`config.mk`:
```
export PLATFORM = sky130hd
export DESIGN_NAME = msb_first_bit_packer_core
export DESIGN_NICKNAME = d
export VERILOG_FILES = /design/src/rtl/mfbp_pkg.sv /design/src/rtl/mfbp_front.sv /design/src/rtl/mfbp_queue.sv /design/src/rtl/mfbp_back.sv /design/src/rtl/msb_first_bit_packer_core.sv
export SDC_FILE = /design/constraint.sdc
export NUM_CORES = 1
export LEC_CHECK = 0
export BUFFER_PORTS_ARGS = -buffer_cell sky130_fd_sc_hd__buf_2
export CORE_MARGIN = 4
export CORE_UTILIZATION = 55
export DETAILED_ROUTE_END_ITERATION = 7
export PLACE_DENSITY = 0.77
export SKIP_LAST_GASP = 1
export SLEW_MARGIN = 20
export SYNTH_ARGS = -nofsm -noshare
export SYNTH_HDL_FRONTEND = slang
export SYNTH_SLANG_ARGS = --single-unit
```
`constraint.sdc`:
```
create_clock -name clk -period 4.7 [get_ports clk]
set_input_delay 0.94 -clock clk [delete_from_list [all_inputs] [get_ports clk]]
set_output_delay 0.94 -clock clk [all_outputs]
set_load 0.02 [all_outputs]
```
`src/rtl/mfbp_pkg.sv`:
```
// Shared types, constants and codes of the MSB-first bit packer.
package mfbp_pkg;

    // Fixed field widths of the item ports.
    localparam int VALUE_W    = 32;
    localparam int BITS_W     = 6;
    localparam int CAP_W      = 13;
    localparam int INDEX_W    = 12;
    localparam int BYTE_W     = 8;
    localparam int USED_W     = 4;

    // Default buffer size and reset capacity.
    localparam int BUFFER_BYTES_DEF = 4096;
    localparam logic [CAP_W-1:0] CAPACITY_RESET = 13'd4096;

    // Widest field that one write places; wider requests saturate.
    localparam int MAX_FIELD_BITS = 32;
    localparam int LEN_W          = $clog2(MAX_FIELD_BITS + 1);
    localparam int ALIGN_W        = MAX_FIELD_BITS;

    // Bit count that marks "no open byte".
    localparam logic [USED_W-1:0] NO_OPEN_BYTE = 4'd8;

    // Command queue between front and back.
    localparam int QUEUE_DEPTH = 2;

    // Action codes of an input item.
    localparam logic ACT_BEGIN = 1'b0;
    localparam logic ACT_WRITE = 1'b1;

    typedef struct packed {
        logic               action;
        logic [VALUE_W-1:0] field_value;
        logic [BITS_W-1:0]  field_bits;
    } in_item_t;

    typedef struct packed {
        logic               byte_valid;
        logic [INDEX_W-1:0] byte_index;
        logic [BYTE_W-1:0]  byte_value;
        logic               status;
        logic               last;
    } out_item_t;

    typedef enum logic [1:0] {
        CMD_BEGIN,
        CMD_WRITE,
        CMD_REFUSE
    } cmd_kind_t;

    // One classified item: the field is left aligned so its first bit is the MSB.
    typedef struct packed {
        cmd_kind_t          kind;
        logic [ALIGN_W-1:0] aligned;
        logic [LEN_W-1:0]   len;
    } cmd_t;

    // Queue head as seen by the back end.
    typedef struct packed {
        logic valid;
        cmd_t cmd;
    } queue_head_t;

    typedef enum logic [1:0] {
        BK_IDLE,
        BK_WRITE,
        BK_REFUSE
    } back_state_t;

endpackage

```
`src/rtl/mfbp_front.sv`:
```
// Front end: accepts input items, classifies them and aligns the field.
module mfbp_front (
    input  logic              clk,
    input  logic              rst_n,
    input  logic              in_valid,
    output logic              in_stall,
    input  mfbp_pkg::in_item_t in_item,
    input  logic              queue_full,
    output logic              push,
    output mfbp_pkg::cmd_t    push_cmd
);

    logic                           write_enabled_reg;
    logic                           write_enabled_next;
    logic [mfbp_pkg::LEN_W-1:0]     len;
    logic [mfbp_pkg::LEN_W-1:0]     shift;

    assign in_stall = queue_full;
    assign push     = in_valid && !queue_full;

    always_comb
    begin
        if (32'(in_item.field_bits) > mfbp_pkg::MAX_FIELD_BITS)
        begin
            len = mfbp_pkg::LEN_W'(mfbp_pkg::MAX_FIELD_BITS);
        end
        else
        begin
            len = mfbp_pkg::LEN_W'(in_item.field_bits);
        end
        shift = mfbp_pkg::LEN_W'(mfbp_pkg::MAX_FIELD_BITS) - len;

        push_cmd.len     = len;
        push_cmd.aligned = mfbp_pkg::ALIGN_W'(in_item.field_value) << shift;
        if (in_item.action == mfbp_pkg::ACT_BEGIN)
        begin
            push_cmd.kind = mfbp_pkg::CMD_BEGIN;
        end
        else if (!write_enabled_reg)
        begin
            push_cmd.kind = mfbp_pkg::CMD_REFUSE;
        end
        else
        begin
            push_cmd.kind = mfbp_pkg::CMD_WRITE;
        end

        write_enabled_next = write_enabled_reg;
        if (push && in_item.action == mfbp_pkg::ACT_BEGIN)
        begin
            write_enabled_next = 1'b1;
        end
    end

    always_ff @(posedge clk or negedge rst_n)
    begin
        if (!rst_n)
        begin
            write_enabled_reg <= 1'b0;
        end
        else
        begin
            write_enabled_reg <= write_enabled_next;
        end
    end

endmodule

```
`src/rtl/mfbp_queue.sv`:
```
// Short command queue between the front end and the back end.
module mfbp_queue (
    input  logic                  clk,
    input  logic                  rst_n,
    input  logic                  push,
    input  mfbp_pkg::cmd_t        push_cmd,
    output logic                  full,
    input  logic                  pop,
    output mfbp_pkg::queue_head_t head
);

    localparam int DEPTH = mfbp_pkg::QUEUE_DEPTH;
    localparam int PTR_W = (DEPTH > 1) ? $clog2(DEPTH) : 1;
    localparam int CNT_W = $clog2(DEPTH + 1);

    mfbp_pkg::cmd_t   slot_reg [DEPTH];
    logic [PTR_W-1:0] wr_ptr_reg;
    logic [PTR_W-1:0] wr_ptr_next;
    logic [PTR_W-1:0] rd_ptr_reg;
    logic [PTR_W-1:0] rd_ptr_next;
    logic [CNT_W-1:0] count_reg;
    logic [CNT_W-1:0] count_next;
    logic             do_push;
    logic             do_pop;

    assign full       = (count_reg == CNT_W'(DEPTH));
    assign head.valid = (count_reg != '0);
    assign head.cmd   = slot_reg[rd_ptr_reg];
    assign do_push    = push && !full;
    assign do_pop     = pop && head.valid;

    always_comb
    begin
        wr_ptr_next = wr_ptr_reg;
        rd_ptr_next = rd_ptr_reg;
        count_next  = count_reg;
        if (do_push)
        begin
            wr_ptr_next = (wr_ptr_reg == PTR_W'(DEPTH - 1)) ? '0 : wr_ptr_reg + 1'b1;
        end
        if (do_pop)
        begin
            rd_ptr_next = (rd_ptr_reg == PTR_W'(DEPTH - 1)) ? '0 : rd_ptr_reg + 1'b1;
        end
        if (do_push && !do_pop)
        begin
            count_next = count_reg + 1'b1;
        end
        else if (do_pop && !do_push)
        begin
            count_next = count_reg - 1'b1;
        end
    end

    always_ff @(posedge clk or negedge rst_n)
    begin
        if (!rst_n)
        begin
            wr_ptr_reg <= '0;
            rd_ptr_reg <= '0;
            count_reg  <= '0;
        end
        else
        begin
            wr_ptr_reg <= wr_ptr_next;
            rd_ptr_reg <= rd_ptr_next;
            count_reg  <= count_next;
        end
    end

    always_ff @(posedge clk)
    begin
        if (do_push)
        begin
            slot_reg[wr_ptr_reg] <= push_cmd;
        end
    end

endmodule

```
`src/rtl/mfbp_back.sv`:
```
// Back end: carries out commands, one output byte per cycle while the receiver does not stall.
module mfbp_back #(
    parameter int BUFFER_BYTES = mfbp_pkg::BUFFER_BYTES_DEF
) (
    input  logic                        clk,
    input  logic                        rst_n,
    input  logic [mfbp_pkg::CAP_W-1:0]  capacity,
    input  mfbp_pkg::queue_head_t       head,
    output logic                        pop,
    output logic                        out_valid,
    input  logic                        out_stall,
    output mfbp_pkg::out_item_t         out_item
);

    localparam int IDX_W = $clog2(BUFFER_BYTES + 1);

    mfbp_pkg::back_state_t             state_reg;
    mfbp_pkg::back_state_t             state_next;
    logic [IDX_W-1:0]                  idx_reg;
    logic [IDX_W-1:0]                  idx_next;
    logic [mfbp_pkg::USED_W-1:0]       used_reg;
    logic [mfbp_pkg::USED_W-1:0]       used_next;
    logic [mfbp_pkg::BYTE_W-1:0]       open_reg;
    logic [mfbp_pkg::BYTE_W-1:0]       open_next;
    logic                              err_reg;
    logic                              err_next;
    logic [mfbp_pkg::ALIGN_W-1:0]      aligned_reg;
    logic [mfbp_pkg::ALIGN_W-1:0]      aligned_next;
    logic [mfbp_pkg::LEN_W-1:0]        len_reg;
    logic [mfbp_pkg::LEN_W-1:0]        len_next;
    logic                              out_valid_reg;
    logic                              out_valid_next;
    mfbp_pkg::out_item_t               out_item_reg;
    mfbp_pkg::out_item_t               out_item_next;

    logic [IDX_W-1:0]                  cap;
    logic                              can_emit;
    logic                              byte_open;
    logic [mfbp_pkg::USED_W-1:0]       used_eff;
    logic [mfbp_pkg::BYTE_W-1:0]       open_eff;
    logic [mfbp_pkg::USED_W-1:0]       avail;
    logic [mfbp_pkg::USED_W-1:0]       take;
    logic [mfbp_pkg::BYTE_W-1:0]       open_new;
    logic [mfbp_pkg::LEN_W-1:0]        len_new;
    logic [IDX_W-1:0]                  byte_idx;

    assign out_valid = out_valid_reg;
    assign out_item  = out_item_reg;

    // Effective capacity, clipped to the buffer size.
    always_comb
    begin
        if (32'(capacity) > BUFFER_BYTES)
        begin
            cap = IDX_W'(BUFFER_BYTES);
        end
        else
        begin
            cap = IDX_W'(capacity);
        end
    end

    // Placement of the next chunk into the current or a fresh byte.
    always_comb
    begin
        byte_open = (used_reg != mfbp_pkg::NO_OPEN_BYTE);
        used_eff  = byte_open ? used_reg : '0;
        open_eff  = byte_open ? open_reg : '0;
        avail     = mfbp_pkg::USED_W'(mfbp_pkg::BYTE_W) - used_eff;
        if (mfbp_pkg::LEN_W'(avail) < len_reg)
        begin
            take = avail;
        end
        else
        begin
            take = mfbp_pkg::USED_W'(len_reg);
        end
        // Bits below the field are zero, so the top byte shifted by the fill is the chunk.
        open_new = open_eff
                 | (aligned_reg[mfbp_pkg::ALIGN_W-1 -: mfbp_pkg::BYTE_W] >> used_eff);
        len_new  = len_reg - mfbp_pkg::LEN_W'(take);
        byte_idx = byte_open ? idx_reg - 1'b1 : idx_reg;
    end

    always_comb
    begin
        state_next     = state_reg;
        idx_next       = idx_reg;
        used_next      = used_reg;
        open_next      = open_reg;
        err_next       = err_reg;
        aligned_next   = aligned_reg;
        len_next       = len_reg;
        pop            = 1'b0;
        can_emit       = !out_valid_reg || !out_stall;
        out_valid_next = out_valid_reg && out_stall;
        out_item_next  = out_item_reg;

        unique case (state_reg)
            mfbp_pkg::BK_IDLE:
            begin
                if (head.valid)
                begin
                    pop = 1'b1;
                    unique case (head.cmd.kind)
                        mfbp_pkg::CMD_BEGIN:
                        begin
                            idx_next  = '0;
                            used_next = mfbp_pkg::NO_OPEN_BYTE;
                            open_next = '0;
                            err_next  = 1'b0;
                        end
                        mfbp_pkg::CMD_WRITE:
                        begin
                            aligned_next = head.cmd.aligned;
                            len_next     = head.cmd.len;
                            state_next   = mfbp_pkg::BK_WRITE;
                        end
                        mfbp_pkg::CMD_REFUSE:
                        begin
                            state_next = mfbp_pkg::BK_REFUSE;
                        end
                        default:
                        begin
                            state_next = mfbp_pkg::BK_IDLE;
                        end
                    endcase
                end
            end

            mfbp_pkg::BK_REFUSE:
            begin
                if (can_emit)
                begin
                    err_next                 = 1'b1;
                    out_valid_next           = 1'b1;
                    out_item_next.byte_valid = 1'b0;
                    out_item_next.byte_index = '0;
                    out_item_next.byte_value = '0;
                    out_item_next.status     = 1'b1;
                    out_item_next.last       = 1'b1;
                    state_next               = mfbp_pkg::BK_IDLE;
                end
            end

            mfbp_pkg::BK_WRITE:
            begin
                if (can_emit)
                begin
                    out_valid_next = 1'b1;
                    if (len_reg == '0)
                    begin
                        out_item_next.byte_valid = 1'b0;
                        out_item_next.byte_index = '0;
                        out_item_next.byte_value = '0;
                        out_item_next.status     = err_reg;
                        out_item_next.last       = 1'b1;
                        state_next               = mfbp_pkg::BK_IDLE;
                    end
                    else if (!byte_open && idx_reg >= cap)
                    begin
                        err_next                 = 1'b1;
                        out_item_next.byte_valid = 1'b0;
                        out_item_next.byte_index = '0;
                        out_item_next.byte_value = '0;
                        out_item_next.status     = 1'b1;
                        out_item_next.last       = 1'b1;
                        state_next               = mfbp_pkg::BK_IDLE;
                    end
                    else
                    begin
                        if (!byte_open)
                        begin
                            idx_next = idx_reg + 1'b1;
                        end
                        used_next                = used_eff + take;
                        open_next                = open_new;
                        len_next                 = len_new;
                        aligned_next             = aligned_reg << take;
                        out_item_next.byte_valid = 1'b1;
                        out_item_next.byte_index = mfbp_pkg::INDEX_W'(byte_idx);
                        out_item_next.byte_value = open_new;
                        out_item_next.status     = err_reg;
                        out_item_next.last       = (len_new == '0);
                        if (len_new == '0)
                        begin
                            state_next = mfbp_pkg::BK_IDLE;
                        end
                    end
                end
            end

            default:
            begin
                state_next = mfbp_pkg::BK_IDLE;
            end
        endcase
    end

    always_ff @(posedge clk or negedge rst_n)
    begin
        if (!rst_n)
        begin
            state_reg     <= mfbp_pkg::BK_IDLE;
            idx_reg       <= '0;
            used_reg      <= mfbp_pkg::NO_OPEN_BYTE;
            open_reg      <= '0;
            err_reg       <= 1'b0;
            out_valid_reg <= 1'b0;
        end
        else
        begin
            state_reg     <= state_next;
            idx_reg       <= idx_next;
            used_reg      <= used_next;
            open_reg      <= open_next;
            err_reg       <= err_next;
            out_valid_reg <= out_valid_next;
        end
    end

    always_ff @(posedge clk)
    begin
        aligned_reg  <= aligned_next;
        len_reg      <= len_next;
        out_item_reg <= out_item_next;
    end

endmodule

```
`src/rtl/msb_first_bit_packer_core.sv`:
```
// Top level of the MSB-first bit packer.
//
// The packer writes bit fields, most significant bit first, into consecutive
// bytes of a buffer. Input items arrive on in_valid/in_stall/in_item: a begin
// item opens a new packet; a write item places the low field_bits bits of
// field_value. Every byte a write touches comes out as one item on
// out_valid/out_stall/out_item with its index and current value; a partly
// filled byte is sent again as it fills. A write with no byte to show, a write
// before begin, or a write that runs past the capacity ends with an item whose
// byte_valid is low. The item that closes a write carries last.
// An item is taken when valid is high and stall is low, on either side.
// The capacity register is written through cfg_we/cfg_wdata; the user must
// write it only while idle, which the block itself does not enforce. The
// first result of a write passes through the command queue, the back end's
// write state and its output register. The back end starts a write from idle
// and then gives one result per cycle while the receiver does not stall.
// Reset clears the packet state, disables writing until a begin, and sets the
// capacity to 4096 bytes. When the receiver stalls, the output item holds,
// the back end waits, and the two-entry command queue keeps taking items
// until it is full.
module msb_first_bit_packer_core #(
    parameter int BUFFER_BYTES = mfbp_pkg::BUFFER_BYTES_DEF
) (
    input  logic                       clk,
    input  logic                       rst_n,
    input  logic                       in_valid,
    output logic                       in_stall,
    input  mfbp_pkg::in_item_t         in_item,
    output logic                       out_valid,
    input  logic                       out_stall,
    output mfbp_pkg::out_item_t        out_item,
    input  logic                       cfg_we,
    input  logic [mfbp_pkg::CAP_W-1:0] cfg_wdata
);

    logic [mfbp_pkg::CAP_W-1:0] capacity_reg;
    logic [mfbp_pkg::CAP_W-1:0] capacity_next;
    logic                       queue_full;
    logic                       push;
    mfbp_pkg::cmd_t             push_cmd;
    logic                       pop;
    mfbp_pkg::queue_head_t      head;

    // The capacity register is the only configuration state.
    assign capacity_next = cfg_we ? cfg_wdata : capacity_reg;

    always_ff @(posedge clk or negedge rst_n)
    begin
        if (!rst_n)
        begin
            capacity_reg <= mfbp_pkg::CAPACITY_RESET;
        end
        else
        begin
            capacity_reg <= capacity_next;
        end
    end

    // The front end classifies each item and left-aligns the field.
    mfbp_front u_front (
        .clk        (clk),
        .rst_n      (rst_n),
        .in_valid   (in_valid),
        .in_stall   (in_stall),
        .in_item    (in_item),
        .queue_full (queue_full),
        .push       (push),
        .push_cmd   (push_cmd)
    );

    // The queue lets the front keep accepting while the back end is busy.
    mfbp_queue u_queue (
        .clk      (clk),
        .rst_n    (rst_n),
        .push     (push),
        .push_cmd (push_cmd),
        .full     (queue_full),
        .pop      (pop),
        .head     (head)
    );

    // The back end owns the packet state and drives the output register.
    mfbp_back #(
        .BUFFER_BYTES (BUFFER_BYTES)
    ) u_back (
        .clk       (clk),
        .rst_n     (rst_n),
        .capacity  (capacity_reg),
        .head      (head),
        .pop       (pop),
        .out_valid (out_valid),
        .out_stall (out_stall),
        .out_item  (out_item)
    );

endmodule

```
---- Word-level counts from Yosys, hierarchy flattened ----
Memories as Yosys holds them, arrays and structs flattened.
Cells that the tools add are included.
operators by class
  add/subtract/negate cells ............... 10
  reductions and logical operators ........ 31
  shift operators ......................... 3
  order comparisons ....................... 4
  equality and inequality tests ........... 17
  muxes and demuxes ....................... 69
  bitwise gates (word level) .............. 2
operators with widths
  kind                     number
  $mux W32                 5
  $mux W23                 4
  $mux W13                 7
  $pmux W32 S2             1
  $mux W8                  6
  $pmux W23 S2             1
  $mux W6                  6
  $shl A32 B4 Y32          1
  $shl A32 B6 Y32          1
  $mux W4                  7
  $pmux W13 S2             1
  $mux W2                  10
  $pmux W8 S2              1
  $mux W1                  14
  $reduce_and A7 Y1        2
  $add A13 B1 Y13 const B  1
  $ge A13 B13 Y1           1
  $gt A13 B13 Y1 const B   1
  $logic_not A6 Y1         2
  $mux W12                 1
  $ne A2 B2 Y1 const B     6
  $pmux W2 S3              2
  $pmux W6 S2              1
  $reduce_and A6 Y1        2
  other kinds (29)         52
storage, ports and cells
  output and inout bits ................... 25
  flip-flop bits (word level) ............. 108
  input port bits ......................... 57
  word-level logic and storage cells ...... 155
  bits in writable memories ............... 80
  memories kept ........................... 1
memory list
  name              depth  bits a word  rd ports  clocked after Yosys merged registers in  write ports  line              text
  u_queue.slot_reg  2      40           1         0                                        1            mfbp_queue.sv:16  mfbp_pkg::cmd_t slot_reg [DEPTH];

---- Longest topological paths before layout ----
  depth after elaboration ................. 12
  depth in mapped cells ................... 23
  mapped depth without buffers ............ 20

---- Hierarchy ----
Synthesis repeated with hierarchy kept, for this count alone.
second synthesis, totals
  cells, all modules ...................... 1153
  area, all modules ....................... 12698.4 µm²
by module, submodules not included
  module                     sequential area each (µm²)  area each (µm²)  times used  cells an instance
  mfbp_back                  2558.7                      6877.8           1           733
  mfbp_queue                 2502.4                      3290.7           1           144
  mfbp_front                 25.0                        2008.2           1           249
  msb_first_bit_packer_core  326.6                       521.8            1           27

---- Worst setup path after synthesis ----
No wires, ideal clock.
  path type ............................... register -> register
  from .................................... register u_back.used_reg[0] (netlist name)
  to ...................................... register u_back.state_reg[0]
  library setup time ...................... 0.079 ns
  arrival time ............................ 5.096 ns
  clock period less this slack ............ 5.175 ns
  slack ................................... -0.475 ns
  stages on the path, launching flop included .. 23
  path buffers ............................ 3
  required time ........................... 4.621 ns
  cells stage by stage .................... dfrtp_1 > clkbuf_1 > inv_1 > ha_1 > buf_2 > xor2_2 > inv_2 > ha_1 > o21a_1 > o21a_1 > a21oi_1 > nor2_1 > inv_2 > buf_1 > ha_1 > inv_1 > o21ba_1 > o21ai_1 > nor4_1 > or4b_1 > or4_4 > a21oi_2 > mux2i_1
between the ends
  cells in the longest elaborated chain, start to end .. 9
ends and longest elaborated chain
  what                         line              text
  start: declaration           mfbp_back.sv:21   logic [mfbp_pkg::USED_W-1:0] used_reg;
  start signal: assignment     mfbp_back.sv:206  used_reg <= mfbp_pkg::NO_OPEN_BYTE;
  start signal: assignment     mfbp_back.sv:215  used_reg <= used_next;
  $ne A4 B4 Y1                 mfbp_back.sv:66   byte_open = (used_reg != mfbp_pkg::NO_OPEN_BYTE);
  $mux W4                      mfbp_back.sv:67   used_eff = byte_open ? used_reg : '0;
  $sub A4 B4 Y4                mfbp_back.sv:69   avail = mfbp_pkg::USED_W'(mfbp_pkg::BYTE_W) - used_eff;
  $lt A4 B6 Y1                 mfbp_back.sv:70   if (mfbp_pkg::LEN_W'(avail) < len_reg)
  $mux W4                      mfbp_back.sv:70
  $sub A6 B4 Y6                mfbp_back.sv:81   len_new = len_reg - mfbp_pkg::LEN_W'(take);
  $logic_not A6 Y1             mfbp_back.sv:185  if (len_new == '0)
  $ne A4 B1 Y1 (no line)       -
  $reduce_and A5 Y1 (no line)  -
  end signal: assignment       mfbp_back.sv:204  state_reg <= mfbp_pkg::BK_IDLE;
  end signal: assignment       mfbp_back.sv:213  state_reg <= state_next;
  end: declaration             mfbp_back.sv:17   mfbp_pkg::back_state_t state_reg;
Several ways; a longest one is shown, not always the timed one. The select of a mux whose other input is x is not followed.
A chain may end at the register's enable or synchronous reset.

---- Worst setup path in the final report ----
  from .................................... register u_back.used_reg[0] (netlist name)
  to ...................................... register u_back.state_reg[1]
The elaborated chain is that of the path after synthesis.

==> impl_metrics.ini <==
[outcome]
status = complete, no violations

[placed_design]
portBuffers = 81
place_area_sq_um = 12460
dp_cells = 1478
routabilityCongestion = 0.9627
dpl_worst_slack_ps = -6.706
dp_hpwl_mm = 20.37

[floorplan]
start_util_pct = 55.87
die_h_um = 154.1
die_x_um = 154.1
core_sq_um = 21020
dieArea_sq_um = 23750
pin_count = 82
rows = 53

[power]
p_seq_share_pct = 29.7
clockPowerShare_pct = 15.2
pwr-share-comb_pct = 55.1
p_leak_nw = 5.293
p_per_area_nw_per_um2 = 752.1
internal_power_mw = 5.280
power_mw = 9.895
p_sw_mw = 4.616
ir_drop_v = 0.0004224
p_sw_share_pct = 46.64

[timing]
holdWs_ps = 482.7
hold_viol_final = 0
worst_slack_ps = 260.9
worst_pin_slew_ps = 1028
fin_tns_setup_ps = 0
setup_viol = 0
finalClockSkew_ps = 15.89
maxSlewHeadroom_pct = 31.23
max_freq_mhz = 225.3
min_period_ps = 4439
drv_slew = 0
fin_crit_sh_pct = 94.45

[synthesis]
yosysTopAreaCell = edfxtp_1
synthesis.nets = 1261
synth_seq_cells = 188
synth_area_per_cell_sq_um = 10.01
ys_top_cells_by_area = edfxtp_1, mux2i_1, dfrtp_1
synth-warning-count = 0
synth-async-reset-ratio_pct = 25.00
synthFlopType = edfxtp_1
netlist_area_sq_um = 11740
synth_edf_count = 141
synthDistinctLibCells = 68
synth_cells = 1173
yosysSeqAreaShare_pct = 46.09
synth_top_area_share_pct = 36.05

[cts]
clock_latency_ps = 450
cts-root-buf = clkbuf_16
clock-sinks = 188
cts_hold_buf = 0
cts_buffer_depth = 2
htreeDepth = 4
cts_tree = yes
numCtsBuffers = 17
clk_pin_slew_ps = 80

[drt]
first_pass_iters = 6
ant_nets = 0
detail_route.wl_per_cell_um = 18.42
drt_iter0_markers = 742
post-route-drc-count = 0
vias = 9422
drt-vias-per-instance = 6.231
wl_mm = 27.85

[layout]
finalNonFillerCells = 1512
layout_common_cells = nand2_1, edfxtp_1, mux2i_1
final_common_cell = nand2_1
layout-drive-gt1-share_pct = 15.84
final_nets = 1312
n_antenna_cell = 0
fillCellCount = 1667
syn_to_final_growth_pct = 12.04
largest_reg_flops = 80
final_core_util_pct = 62.59
design_area_sq_um = 13160

[setup_path]
rrSetupSlack_ps = 260
startpoint_type = flip-flop
crit_path_end_kind = flip-flop
required_ps = 5070
crit_arrival_ps = 4810
worstSetupPathType = flip-flop to flip-flop
crit_path_max_fanout = 11

[run]
maxCapViolCount = 0

[hold_path]
min_path_type = flip-flop to flip-flop

[global_route]
grt_usage_pct = 23.47
antenna_found_initial = 0
grt_start_max_net_pins = 48
grt_pass1_vias = 8990
grt.overflow.total = 0
grt_pass1_wl_mm = 45.48
-- cell usage after synthesis, types with 6 or more instances --
master / n
a211oi_1: 27
a21oi_1: 62
a221oi_1: 13
a22oi_1: 37
a31oi_1: 10
a32oi_1: 7
and2_1: 12
and3_1: 8
buf_1: 12
clkbuf_1: 63
dfrtp_1: 45
edfxtp_1: 141
ha_1: 30
inv_1: 30
mux2_2: 20
mux2i_1: 121
mux4_2: 6
nand2_1: 148
nand2b_1: 12
nand3_1: 20
nand4_1: 7
nor2_1: 93
nor2b_1: 26
nor3_1: 23
o211ai_1: 8
o21ai_0: 41
o21ai_1: 7
o221ai_1: 8
o22ai_1: 18
o31ai_1: 6
xnor2_1: 19
xor2_1: 13
-- path summary, 6_finish.rpt --
kind | startpoint | end | cells past startpoint
min in group asynchronous | rst_n | u_back.idx_reg[11] | 2
setup / recovery | u_back.used_reg[0] | u_back.state_reg[1] | 19
hold / removal | u_back.open_reg[3] | u_back.open_reg[3] | 2
hold reg to reg | u_back.open_reg[3] | u_back.open_reg[3] | 2
setup reg to reg | u_back.used_reg[0] | u_back.state_reg[1] | 19
max in group asynchronous | rst_n | u_queue.rd_ptr_reg | 2
-- routing by layer --
metal  vias to the layer above  track usage (%)  part of all wire [%]
li1                       4485                -                     -
met1                      4499            31.13                    44
met2                       370            38.60                    47
met3                        68            4.194                   6.0
met4                         0            9.041                   2.9
met5                         -                0                     0
-- power groups by stage --
stage	Clock, mW	Sequential, mW	Combinational [mW]
5_1_grt	1.59	2.99	5.96
6_report	1.50	2.94	5.46
3_3_place_gp	0	2.95	5.17
2_1_floorplan	0	2.92	3.88
3_5_place_dp	0	2.96	5.27
4_1_cts	1.52	2.93	5.31
-- critical path: stages (launching register included) --
cell	delay (ps)
dfrtp_1	390
buf_4	190
nor3_1	260
nor2_1	70
a21oi_1	200
ha_1	280
o21a_1	150
o21a_2	260
a21oi_2	180
nor2_1	80
inv_2	70
ha_1	210
inv_1	80
o21ba_1	200
o21ai_2	180
nor4_1	80
or4b_1	550
or4_4	530
a21oi_4	200
mux2i_1	200
-- cells by family (layout without fill, tap and decap cells) --
group	after synthesis	count (layout)	share of synthesized area, %
fa+ha+maj	31	31	3.367
compound gates	288	288	16.57
flops	188	188	46.09
xor+xnor	33	33	2.525
mux	147	147	13.38
buf+inv	116	180	3.761
simple gates	370	370	14.31
-- cell type report --
class,instances,area [sq um],share of cell area [%]
inverter,36,135.1,1.027
sequential,188,5414,41.15
clock buffer,17,425.4,3.233
timing repair buffer,112,650.6,4.945
clock inverter,15,206.4,1.569
multi-input combinational,869,5982,45.46
tap,275,344.1,2.615
-- timing repair --
action,CTS,global route
setup buffers,0,1
gates resized for setup,1,7
setup endpoints to repair,2,2
(Power assumes the default switching activity.)
